<file path="src/rtl/core/fpa_pkg.sv">
`timescale 1ns / 1ps
// ----------------------------------------------------------------------------
// fpa_pkg
// Shared types and constants of the fixed-point ALU.
// ----------------------------------------------------------------------------
package fpa_pkg;

	localparam int FRAC_BITS = 8;
	localparam int DATA_W    = 32;
	localparam int NUM_W     = DATA_W + FRAC_BITS;

	typedef enum logic [3:0] {
		OP_ADD      = 4'd0,
		OP_SUB      = 4'd1,
		OP_MUL      = 4'd2,
		OP_DIV      = 4'd3,
		OP_GT       = 4'd4,
		OP_LT       = 4'd5,
		OP_GE       = 4'd6,
		OP_LE       = 4'd7,
		OP_EQ       = 4'd8,
		OP_NE       = 4'd9,
		OP_MIN      = 4'd10,
		OP_MAX      = 4'd11,
		OP_INC      = 4'd12,
		OP_DEC      = 4'd13,
		OP_FROM_INT = 4'd14,
		OP_TO_INT   = 4'd15
	} opcode_t;

	// Result fields that are settled in the first stage.
	typedef struct packed {
		logic [DATA_W-1:0] res;
		logic              cmp;
		logic              dz;
		logic              is_div;
		logic              neg;
	} side_t;

	// Divider working state: partial remainder, shifting dividend/quotient, divisor.
	typedef struct packed {
		logic [DATA_W-1:0] rem;
		logic [NUM_W-1:0]  num;
		logic [DATA_W-1:0] dvs;
	} divst_t;

	typedef struct packed {
		side_t  side;
		divst_t div;
	} pipe_t;

endpackage

</file>
<file path="src/rtl/core/fpa_div_step.sv">
`timescale 1ns / 1ps
// ----------------------------------------------------------------------------
// fpa_div_step
// One restoring-division step (one quotient bit) with its pipeline register.
// ----------------------------------------------------------------------------
module fpa_div_step (
	input  logic           clk,
	input  logic           arst_n,
	input  logic           en,
	input  logic           in_valid,
	input  fpa_pkg::pipe_t in_pipe,
	output logic           out_valid,
	output fpa_pkg::pipe_t out_pipe
);

	logic [fpa_pkg::DATA_W:0] trial;
	logic [fpa_pkg::DATA_W:0] diff;
	logic                     qbit;
	fpa_pkg::pipe_t           nxt;

	always_comb begin
		trial = {in_pipe.div.rem, in_pipe.div.num[fpa_pkg::NUM_W-1]};
		diff  = trial - {1'b0, in_pipe.div.dvs};
		qbit  = !diff[fpa_pkg::DATA_W];
		nxt   = in_pipe;
		nxt.div.rem = qbit ? diff[fpa_pkg::DATA_W-1:0] : trial[fpa_pkg::DATA_W-1:0];
		// shift the dividend out and the quotient bit in
		nxt.div.num = {in_pipe.div.num[fpa_pkg::NUM_W-2:0], qbit};
	end

	always_ff @(posedge clk or negedge arst_n) begin
		if (!arst_n) begin
			out_valid <= 1'b0;
		end else if (en) begin
			out_valid <= in_valid;
		end
	end

	always_ff @(posedge clk) begin
		if (en) begin
			out_pipe <= nxt;
		end
	end

endmodule

</file>
<file path="config.mk">
export PLATFORM = sky130hd
export DESIGN_NAME = fpa_div_step
export DESIGN_NICKNAME = d
export VERILOG_FILES = /design/src/rtl/core/fpa_pkg.sv /design/src/rtl/core/fpa_div_step.sv
export SDC_FILE = /design/constraint.sdc
export NUM_CORES = 1
export LEC_CHECK = 0
export BUFFER_PORTS_ARGS = -buffer_cell sky130_fd_sc_hd__buf_4
export CAP_MARGIN = 15
export CORE_ASPECT_RATIO = 1.4
export CORE_MARGIN = 2
export CORE_UTILIZATION = 41
export DETAILED_ROUTE_END_ITERATION = 16
export GPL_TIMING_DRIVEN = 0
export MAX_ROUTING_LAYER = met4
export PLACE_DENSITY = 0.7
export SLEW_MARGIN = 20
export SYNTH_ARGS = -nofsm -noshare
export SYNTH_HDL_FRONTEND = slang
export SYNTH_SLANG_ARGS = --single-unit
</file>
<file path="constraint.sdc">
create_clock -name clk -period 2.2 [get_ports clk]
set_clock_uncertainty 0.05 [all_clocks]
set_input_delay 0 -clock clk [delete_from_list [all_inputs] [get_ports clk]]
set_output_delay 0 -clock clk [all_outputs]
set_load 0.005 [all_outputs]
</file>
==> Word level (Yosys, flattened, before mapping) <==
Index checks and enable logic that the tools add are counted.
{ "totals": {"regBits": 141, "in_bits": 144} }
{ "op_classes": {"addsub": 1, "muxes": 1, "n_reduce_logical": 1} }
{ "ops": {"columns": ["op", "n"], "rows": [
  ["$sub 33x32->33", 1],
  ["$mux 32", 1],
  ["$logic_not 1->1", 1]
]} }

==> Depth between registers and ports, before layout <==
{ "logic_depth": {"word_depth": 2, "depth_mapped": 13} }

==> Worst setup path after synthesis <==
No wires, ideal clock.
{ "synth_path": {"path_type": "input to register", "start": "in in_pipe[16] (netlist bit)", "end": "reg out_pipe[103] (netlist bit), data pin", "setup_ps": 260, "t_arrival_ps": 2271, "required_time_ps": 1890, "setup_slack_ps": -382, "cell_stages": 12, "path_buffers": 2, "path_cell_list": "inv_1 ha_1 buf_6 a21oi_4 o211ai_1 a221o_1 a211o_1 o21a_1 o211ai_4 inv_2 buf_6 mux2_4"} }
{ "synth_rtl": {"columns": ["item", "line_no", "text"], "rows": [
  ["start: declaration", "fpa_div_step.sv:11", "input fpa_pkg::pipe_t in_pipe,"],
  ["end signal: assignment", "fpa_div_step.sv:41", "out_pipe <= nxt;"],
  ["end: declaration", "fpa_div_step.sv:13", "output fpa_pkg::pipe_t out_pipe"]
]} }

==> results.yml <==
status:
  status: "finished with violations"
  failed_checks: "setup timing"
yosys:
  synth.distinct_cells: 51
  yosysSeqAreaShare: 0.632
  ys_warn_count: 0
  synthArstFlopShare: 0.00709
  ys.flop_type: "edfxtp_1"
  syn_inst: 502
  synth-edff-count: 140
  synthesis.nets: 679
  synth_seq_cells: 141
  syn_area_sq_um: 6690
  synth.avg_cell_area_sq_um: 13.3
setup_path:
  cp_slowest_cell: "a221o_1"
  r2r_start: "out_valid$_DFFE_PN0P_"
  r2r_slack_ps: 1360
  crit_required_ps: 2320
  crit_family: "compound AO/OA/AOI/OAI gates"
  start_kind: "input port"
  cp_max_fo: 5
  setup.worst_path.class: "input port to flip-flop"
  critical_path.cell_chain: "buf_8 > ha_4 > a21oi_4 > o211ai_1 > a221o_1 > a211o_1 > o21a_1 > o211ai_4 > clkinv_4 > buf_12 > mux2_4"
  cp-startpoint: "in_pipe[84]"
  cp_num_buf_inv: 3
  end_kind: "flip-flop"
  slowest_delay_ps: 360
  arrival_ps: 2380
power_and_ir_drop:
  ir_drop_mv: 0.527
  leakage_nw: 5.09
  power_frac_comb: 0.259
  power.share.clock: 0.334
  p_per_area_nw_per_um2: 707
  switchingPower_mw: 2.32
  p_int_mw: 5.96
  power_frac_seq: 0.407
  swShare: 0.280
clocking:
  clk_pin_slew_ps: 70
  htree_levels: 4
  numCtsBuffers: 17
  clk_path_buf_depth: 2
  cts_sinks: 141
  clk_latency_ps: 430
  cts_root_buf: "clkbuf_16"
  cts_tree: "yes"
detailed_routing:
  first_iter_violations: 413
  vias: 6163
  routed-wl-met3_mm: 1.88
  wl_mm: 25.3
  post_drt_wl_per_cell_um: 21.4
  wl_met2_mm: 13.7
  drcViolationCount: 0
  top_layer_used: "met4"
  via_per_inst: 5.21
  m1WireLength_mm: 8.96
  drtAntennaViolNets: 0
  dr.pass1.iters: 4
floorplan:
  die_y_um: 155
  core_area_sq_um: 16100
  start_util: 0.416
  row_count: 55
  die_w_um: 112
  dieArea_sq_um: 17400
  ios: 285
placed_design:
  place_congestion: 0.885
  hpwl_mm: 16.5
  preCtsSetupSlack_ps: -993
  placed_cells: 986
  io_buffers: 284
global_route:
  gr-total-overflow: 0
  antenna_found_initial: 0
  globalRouteTotalUtil: 0.294
  grt_first_pass_wirelength_mm: 37.2
  grt_max_degree: 80
  grt_pass1_vias: 6362
final_layout:
  n_antenna_cell: 0
  drive_above_1_share: 0.423
  register_area_sq_um: 4230
  fillers: 1062
  instances_no_fill: 1183
  area_delta_synth_final_pct: 74.8
  nets: 1148
  multi_input_area_sq_um: 2500
sta:
  fmax_ghz: 0.444
  slew-limit-headroom: 0.583
  drv_slew: 0
  setup_ws_ps: -52.6
  hold_viol_final: 0
  rsz0062_at_grt: "true"
  setup_viol: 19
  fin_crit_sh: 1.02
  min_period_ps: 2250
  worstMarginPinSlew_ps: 619
worst_hold_path:
  worstHoldStart: "en"
  hold_class: "input port to flip-flop"
run:
  drv_cap: 0
[cells in the mapped netlist, types with 6 or more instances]
cell type,count,area (sq um)
o21a_1,6,45.0
xnor2_1,14,123
mux2_4,18,270
and3_1,6,37.5
nand4_1,7,43.8
nand3_1,11,55.1
ha_1,32,400
o21ai_0,24,120
o211ai_1,8,60.1
a21o_1,15,113
a21oi_1,34,170
nand2_1,44,165
clkbuf_1,11,41.3
inv_1,41,154
nor2_1,16,60.1
xor2_1,10,87.6
edfxtp_1,140,4200
[cells by family after synthesis]
logic type	count (synthesis)	share of synthesized area
flip-flops	141	0.632
XOR/XNOR	24	0.0314
AO/OA/AOI/OAI	120	0.119
multiplexers	19	0.0421
AND/OR/NAND/NOR	108	0.0774
buffers and inverters	57	0.0355
adder cells (fa/ha/maj)	33	0.0628
[metal layers]
layer  GRT usage  vias to the layer above
li1            -                     2828
met1       0.307                     2993
met2       0.533                      300
met3      0.0775                       42
met4       0.109                        0
met5           -                        -
[final timing paths]
check,endpoint,depth (start not counted)
setup reg to reg,out_valid$_DFFE_PN0P_,1
hold reg to reg,out_valid$_DFFE_PN0P_,1
hold / removal,out_pipe[114]$_DFFE_PP_,1
setup / recovery,out_pipe[76]$_DFFE_PP_,11
min in group asynchronous,out_valid$_DFFE_PN0P_,3
max in group asynchronous,out_valid$_DFFE_PN0P_,3
[final cells by class]
class,count,share of cell area
Tap cell,199,0.0213
Sequential cell,141,0.361
Clock inverter,15,0.0112
Clock buffer,17,0.0364
Multi-Input combinational cell,304,0.214
Inverter,42,0.0152
Buffer,8,0.00727
Timing Repair Buffer,457,0.333
[sequential cells by signal, indices dropped and copies added (netlist names)]
signal	flops
out_pipe	140
out_valid	1
[stage by stage]
step / instance area [sq um] / setup TNS (ps) / util / power (mW) / hold WS (ps)
final: 11700 / -518 / 0.727 / 8.27 / 19.1
after global routing: 11700 / -1960 / 0.727 / 8.57 / 53.7
after CTS: 11600 / -1660 / 0.718 / 8.21 / 28.2
after detailed placement: 9230 / -28320 / 0.573 / 5.08 / -274
after global placement: 9200 / -29040 / 0.571 / 5.05 / -275
after floorplan: 6810 / -4880 / - / 4.16 / -346
[layout by cell type (no fill, tap or decap), types with 4 or more instances in the layout]
master,Yosys,routed
nor2b_1,5,5
inv_1,41,32
a21oi_1,34,27
inv_2,1,4
ha_2,0,4
mux2_4,18,18
inv_6,0,5
nand2b_1,5,4
o21ai_1,0,7
buf_6,3,5
o21ai_0,24,16
nand3_1,11,9
o21a_1,6,6
buf_4,0,301
inv_4,0,4
clkbuf_1,11,4
dlygate4sd3_1,0,143
xor2_1,10,10
inv_8,0,4
nand2_1,44,42
a21oi_4,1,5
buf_12,0,4
nand4_1,7,7
edfxtp_1,140,140
ha_4,0,10
ha_1,32,18
xnor2_1,14,14
nor2_1,16,16
a21o_1,15,15
a21oi_2,1,4
clkbuf_16,0,19
clkinvlp_4,0,4
o211ai_1,8,8
o31ai_1,5,5
o21bai_1,5,5
nor3_1,4,4
buf_8,0,4
and3_1,6,6
[power by group through the flow]
| stage | Combinational (mW) | Clock [mW] | Sequential (mW) |
|---|---|---|---|
| 2_1_floorplan | 0.726 | 0 | 3.43 |
| 3_5_place_dp | 1.66 | 0 | 3.41 |
| 3_3_place_gp | 1.65 | 0 | 3.41 |
| 4_1_cts | 2.07 | 2.78 | 3.36 |
| 6_report | 2.14 | 2.77 | 3.36 |
| 5_1_grt | 2.28 | 2.91 | 3.39 |
[repair_timing]
action	CTS	global route
setup buffers	17	12
hold endpoints to repair	141	0
gates resized for setup	47	32
setup endpoints to repair	33	30
hold buffers	143	0
gates cloned	3	0
pin swaps	18	20
Power figures use the tool's default switching activity.
