File: src/rtl/core/fpa_pkg.sv
`timescale 1ns / 1ps
// ----------------------------------------------------------------------------
// fpa_pkg
// Shared types and constants of the fixed-point ALU.
// ----------------------------------------------------------------------------
package fpa_pkg;

	localparam int FRAC_BITS = 8;
	localparam int DATA_W    = 32;
	localparam int NUM_W     = DATA_W + FRAC_BITS;

	typedef enum logic [3:0] {
		OP_ADD      = 4'd0,
		OP_SUB      = 4'd1,
		OP_MUL      = 4'd2,
		OP_DIV      = 4'd3,
		OP_GT       = 4'd4,
		OP_LT       = 4'd5,
		OP_GE       = 4'd6,
		OP_LE       = 4'd7,
		OP_EQ       = 4'd8,
		OP_NE       = 4'd9,
		OP_MIN      = 4'd10,
		OP_MAX      = 4'd11,
		OP_INC      = 4'd12,
		OP_DEC      = 4'd13,
		OP_FROM_INT = 4'd14,
		OP_TO_INT   = 4'd15
	} opcode_t;

	// Result fields that are settled in the first stage.
	typedef struct packed {
		logic [DATA_W-1:0] res;
		logic              cmp;
		logic              dz;
		logic              is_div;
		logic              neg;
	} side_t;

	// Divider working state: partial remainder, shifting dividend/quotient, divisor.
	typedef struct packed {
		logic [DATA_W-1:0] rem;
		logic [NUM_W-1:0]  num;
		logic [DATA_W-1:0] dvs;
	} divst_t;

	typedef struct packed {
		side_t  side;
		divst_t div;
	} pipe_t;

endpackage

File: src/rtl/core/fpa_front.sv
`timescale 1ns / 1ps
// ----------------------------------------------------------------------------
// fpa_front
// First stage: decode, all non-divide results, divider setup.
// ----------------------------------------------------------------------------
module fpa_front (
	input  logic                clk,
	input  logic                arst_n,
	input  logic                en,
	input  logic                in_valid,
	input  logic [3:0]          opcode,
	input  logic signed [31:0]  operand_a,
	input  logic signed [31:0]  operand_b,
	output logic                valid_s1,
	output fpa_pkg::pipe_t      pipe_s1
);

	logic signed [63:0]         prod;
	logic [31:0]                a_mag;
	logic [31:0]                b_mag;
	fpa_pkg::pipe_t             nxt;

	always_comb begin
		prod  = 64'(operand_a) * 64'(operand_b);
		a_mag = operand_a[31] ? 32'(-operand_a) : operand_a;
		b_mag = operand_b[31] ? 32'(-operand_b) : operand_b;

		nxt             = '0;
		nxt.div.rem     = '0;
		nxt.div.num     = {a_mag, {fpa_pkg::FRAC_BITS{1'b0}}};
		nxt.div.dvs     = b_mag;
		nxt.side.neg    = operand_a[31] ^ operand_b[31];

		case (fpa_pkg::opcode_t'(opcode))
			fpa_pkg::OP_ADD:      nxt.side.res = operand_a + operand_b;
			fpa_pkg::OP_SUB:      nxt.side.res = operand_a - operand_b;
			fpa_pkg::OP_MUL:      nxt.side.res =
				prod[fpa_pkg::FRAC_BITS +: fpa_pkg::DATA_W];
			fpa_pkg::OP_DIV: begin
				nxt.side.is_div = 1'b1;
				nxt.side.dz     = (operand_b == 32'sd0);
			end
			fpa_pkg::OP_GT:       nxt.side.cmp = operand_a >  operand_b;
			fpa_pkg::OP_LT:       nxt.side.cmp = operand_a <  operand_b;
			fpa_pkg::OP_GE:       nxt.side.cmp = operand_a >= operand_b;
			fpa_pkg::OP_LE:       nxt.side.cmp = operand_a <= operand_b;
			fpa_pkg::OP_EQ:       nxt.side.cmp = operand_a == operand_b;
			fpa_pkg::OP_NE:       nxt.side.cmp = operand_a != operand_b;
			fpa_pkg::OP_MIN:      nxt.side.res = (operand_a > operand_b) ? operand_b : operand_a;
			fpa_pkg::OP_MAX:      nxt.side.res = (operand_a < operand_b) ? operand_b : operand_a;
			fpa_pkg::OP_INC:      nxt.side.res = operand_a + 32'sd1;
			fpa_pkg::OP_DEC:      nxt.side.res = operand_a - 32'sd1;
			fpa_pkg::OP_FROM_INT: nxt.side.res = operand_a << fpa_pkg::FRAC_BITS;
			fpa_pkg::OP_TO_INT:   nxt.side.res = operand_a >>> fpa_pkg::FRAC_BITS;
			default:              nxt.side.res = '0;
		endcase
	end

	always_ff @(posedge clk or negedge arst_n) begin
		if (!arst_n) begin
			valid_s1 <= 1'b0;
		end else if (en) begin
			valid_s1 <= in_valid;
		end
	end

	always_ff @(posedge clk) begin
		if (en) begin
			pipe_s1 <= nxt;
		end
	end

endmodule

File: config.mk
export PLATFORM = sky130hd
export DESIGN_NAME = fpa_front
export DESIGN_NICKNAME = d
export VERILOG_FILES = /design/src/rtl/core/fpa_pkg.sv /design/src/rtl/core/fpa_front.sv
export SDC_FILE = /design/constraint.sdc
export NUM_CORES = 2
export LEC_CHECK = 0
export ABC_AREA = 1
export BUFFER_PORTS_ARGS = -buffer_cell sky130_fd_sc_hd__buf_2
export CAP_MARGIN = 20
export CORE_UTILIZATION = 35
export DETAILED_ROUTE_END_ITERATION = 10
export SYNTH_ARGS = -nofsm -noshare
export SYNTH_HDL_FRONTEND = slang
export SYNTH_SLANG_ARGS = --single-unit
File: constraint.sdc
create_clock -name clk -period 0.8 [get_ports clk]
set_input_delay 0.08 -clock clk [delete_from_list [all_inputs] [get_ports clk]]
set_output_delay 0.08 -clock clk [all_outputs]
set_load 0.02 [all_outputs]
Yosys cells after proc, flatten, opt, wreduce, memory -nomap -nowiden
Cells that the tools add are included.
{"block": "word_totals", "reg_bits": 101, "latch_bits": 0, "ramBits": 0, "romBits": 0, "memories": 0}
{"block": "classes", "add_sub_neg": 6, "n_mul": 1, "div": 0, "n_lt_le_gt_ge": 4, "eq_ne": 17, "shift": 0, "muxes": 7, "bitwise_logic": 1, "n_reduce_logical": 2}
{"operator": "32-bit one-hot mux with 9 select lines", "count": 1}
{"operator": "32-bit 2-to-1 mux", "count": 2}
{"operator": "32-bit negator", "count": 2}
{"operator": "31-bit 2-to-1 mux", "count": 2}
{"operator": "32-bit by 32-bit multiplier with 40-bit output", "count": 1}
{"operator": "32-bit by 2-bit adder with 32-bit output (second input constant)", "count": 1}
{"operator": "32-bit adder", "count": 1}
{"operator": "32-bit equality test", "count": 1}
{"operator": "4-bit equality test (second input constant)", "count": 8}
{"operator": "32-bit greater-or-equal comparator", "count": 1}
{"operator": "32-bit greater-than comparator", "count": 1}
{"operator": "32-bit less-or-equal comparator", "count": 1}
{"operator": "32-bit zero test", "count": 1}
{"operator": "32-bit < comparator", "count": 1}
{"operator": "32-bit != test", "count": 1}
{"operator": "32-bit by 2-bit subtractor with 32-bit output (second input constant)", "count": 1}
{"operator": "32-bit subtractor", "count": 1}
{"operator": "4-bit by 3-bit equality test with 1-bit output (second input constant)", "count": 4}
{"operator": "4-bit by 2-bit equality test with 1-bit output (second input constant)", "count": 2}
{"operator": "1-bit one-hot mux with 6 select lines", "count": 1}
{"operator": "4-bit by 1-bit equality test with 1-bit output (second input constant)", "count": 1}
{"operator": "4-bit zero test", "count": 1}
{"operator": "1-bit 2-to-1 mux", "count": 1}
{"operator": "1-bit XOR", "count": 1}

Depth between registers and ports, before layout
{"block": "depth", "ltp_word": 3, "depth_mapped": 34, "mapped_depth_nobuf": 31}

Least setup slack after synthesis
Ideal clock, no wire load.
{"block": "synth_timing", "kind": "input -> register", "startpoint": "in operand_a[31]", "endpoint": "reg pipe_s1[137] in the netlist's numbering, data pin", "arrival_ns": 6.416, "slack_ns": -5.870, "stages": 29, "path_cell_list": "clkbuf_1 -> clkbuf_1 -> clkbuf_1 -> nand2_1 -> fa_1 -> fa_1 -> inv_1 -> fa_1 -> inv_1 -> fa_1 -> inv_1 -> fa_1 -> fa_1 -> fa_1 -> inv_1 -> fa_1 -> inv_1 -> ha_1 -> nand2_1 -> nor2_1 -> nand2_1 -> nor4_1 -> nand3_1 -> nand3_1 -> nand2_1 -> nand3_1 -> nand3_1 -> nor2_1 -> nand2_1"}
{"item": "start: declaration", "line": "fpa_front.sv:12", "text": "input logic signed [31:0] operand_a,"}
{"item": "end signal: assignment", "line": "fpa_front.sv:69", "text": "pipe_s1 <= nxt;"}
{"item": "end: declaration", "line": "fpa_front.sv:15", "text": "output fpa_pkg::pipe_t pipe_s1"}

==> impl_metrics.csv <==
group,metric,value,unit
status,status,"complete, but fails checks",
status,violations,"negative setup slack",
critical_path,required,0.97,ns
synth,synthCells,5081,
sta,skew,0,ns
sta,holdWs,0.0408,ns
clock_tree,cts_sinks,101,
layout,drive_gt1_frac,0.303,
sta,tightest_slew,0.717,ns
floorplanning,num_rows,118,
drt,postRouteAntennaNets,0,
clock_tree,htree_levels,3,
synth,synth_area_leader_cell,"fa_1",
clock_tree,cts_tree,"yes",
sta,fmax,162,MHz
critical_path,critical_path.max_fanout,6,
sta,final.min_clock_period,6.17,ns
critical_path,slowest_stage,"fa_1",
placed_design,place_inst,7356,
synth,syn_area,36500,um^2
drt,drt_iter0_drc,2761,
synth,yosys_warnings,0,
grt,gr-total-overflow,0,
drt,drcViolationCount,0,
clock_tree,clockRootBuffer,"clkbuf_16",
floorplanning,start_util,0.353,
floorplanning,die_w,325,um
floorplanning,dieArea,106000,um^2
synth,synth_commonest_cells,"1363 x inv_1, 1362 x nand2_1, 644 x fa_1, 267 x nor2_1, 239 x ha_1",
synth,synth-seq-cells,101,
drt,wl_per_cell,20.9,um
critical_path,rrSetupSlack,0.02,ns
synth,yosysTopAreaCellShare,0.353,
critical_path,cp-start-kind,"input port",
floorplanning,io_pins,213,
synth,synth_flop_cell,"edfxtp_1",
drt,via_count,36800,
layout,final_nets,7034,
grt,grt_start_max_net_pins,46,
critical_path,cp_slowest_stage_delay,0.56,ns
drt,viasPerCell,4.92,
layout,fin_cells,7469,
placed_design,numPortBuffers,172,
flow_run,cap_violations,0,
grt,track_usage,0.294,
placed_design,gp_congestion,1.01,
synth,post-synth-top-count-cell,"inv_1",
synth,async_flop_share,0.00990,
drt,wirelength,156000,um
critical_path,crit_arrival,6.35,ns
sta,rsz0062_at_grt,"yes",
clock_tree,numCtsBuffers,9,
sta,worst_slack,-5.37,ns
clock_tree,clock_latency,0.40,ns
synth,synth_cell_type_count,58,
grt,grt_pass1_vias,37900,
critical_path,end_kind,"flip-flop",
sta,setup_viol,197,
sta,slew_headroom,0.520,
clock_tree,cts.path.max_buffers,2,
drt,drt_first_pass_iters,5,
placed_design,hpwl,128000,um
sta,slew_violations,0,
clock_tree,clkTransAtPathRegs,0.09,ns
synth,yosysSeqAreaShare,0.0830,
synth,synth_area_leaders,"fa_1 35%, inv_1 14%, nand2_1 14%",
grt,grt_antenna_before_repair,6,
synth,syn_avg_cell_area,7.18,um^2
grt,grt_pass1_wl,232000,um
critical_path,crit_top_cell,"fa_1",
floorplanning,die_h,325,um
layout,area_delta_synth_final,40.4,%
hold_path,min_path_type,"input port to flip-flop",
critical_path,critPathKind,"input port to flip-flop",
sta,hold_violations,0,
sta,finalCritPeriodShare,7.72,
floorplanning,core_area,103000,um^2
synth,synth_edf_count,100,
[state kept, by name (all words and copies together) (netlist names)]
name and flops:
pipe_s1 100, valid_s1 1
[routing by layer]
| layer | global-route usage | vias up | routed length (um) |
|---|---|---|---|
| met4 | 0.127 | 2 | 8060 |
| li1 | - | 16800 | - |
| met5 | 0 | - | 11 |
| met1 | 0.391 | 18100 | 63900 |
| met2 | 0.482 | 1504 | 71700 |
| met3 | 0.0349 | 301 | 12100 |
[cells in the final DEF, fill, tap and decap left out, types with 26 or more instances in the layout]
cell,synthesis,routed
o21ai_0,166,89
nand4_1,32,32
nand2_2,12,70
buf_4,40,861
a21oi_1,153,109
buf_2,11,111
a21oi_2,1,28
ha_4,0,44
inv_2,6,79
ha_1,239,192
nor2_2,6,28
o21ai_2,0,33
nand2_4,3,49
buf_6,5,108
buf_12,0,83
nor2_1,267,205
fa_2,0,65
nand3_1,166,137
inv_1,1363,1271
conb_1,1,40
nor2_4,4,44
fa_1,644,579
nand3_2,2,26
xor2_1,59,35
o21ai_1,4,31
nand2_1,1362,1258
edfxtp_1,100,100
[worst max-delay path, delay by kind of cell]
family	cells	cell delay (ns)
and+or+nand+nor	11	1.13
adders and majority gates	9	4.26
buffers and inverters	8	0.82
[cell type report]
class	instances	area, um^2
Inverter	1374	5230
Antenna cell	5	12.5
Tap cell	1380	1730
Clock buffer	9	225
Sequential cell	101	3030
Clock inverter	7	97.6
Multi-Input combinational cell	3385	30100
Timing Repair Buffer	1208	10800
Fill cell	10000	52100
[what timing repair did]
action,CTS,global route
setup buffers,62,26
endpoints found under the setup margin,198,199
gates cloned,9,3
gates resized for setup,635,238
pin swaps,256,172
hold buffers,3,0
endpoints found under the hold margin,2,0
[path summary, 6_finish.rpt]
kind / cells after the start / endpoint / startpoint
min: 2 / pipe_s1[57] / en
min in group asynchronous: 3 / valid_s1 / arst_n
max: 28 / pipe_s1[137] / operand_a[13]
max in group asynchronous: 3 / valid_s1 / arst_n
min reg2reg: 1 / valid_s1 / valid_s1
max reg2reg: 1 / valid_s1 / valid_s1
[stage by stage]
stage          setup TNS [ns]  utilization  setup WS [ns]  instance area [um^2]
2_1_floorplan         -192.25            -          -5.38                 38500
5_1_grt               -263.57        0.495          -5.58                 51200
3_5_place_dp          -303.92        0.452          -6.16                 46700
4_1_cts               -250.41        0.485          -5.33                 50100
6_report              -252.15        0.496          -5.37                 51200
3_3_place_gp          -301.45        0.452          -6.15                 46700
[cells by family after synthesis]
logic type,count (synthesis),share of synthesized area
flip-flops,101,0.0830
buffers and inverters,1634,0.174
other,1,0.000103
XOR/XNOR,73,0.0175
adder cells (fa/ha/maj),883,0.435
AO/OA/AOI/OAI,444,0.0711
multiplexers,1,0.000309
AND/OR/NAND/NOR,1944,0.219
Power is not shown: default switching activity piles up to over one toggle a cycle in this logic, so the estimate is an artifact.
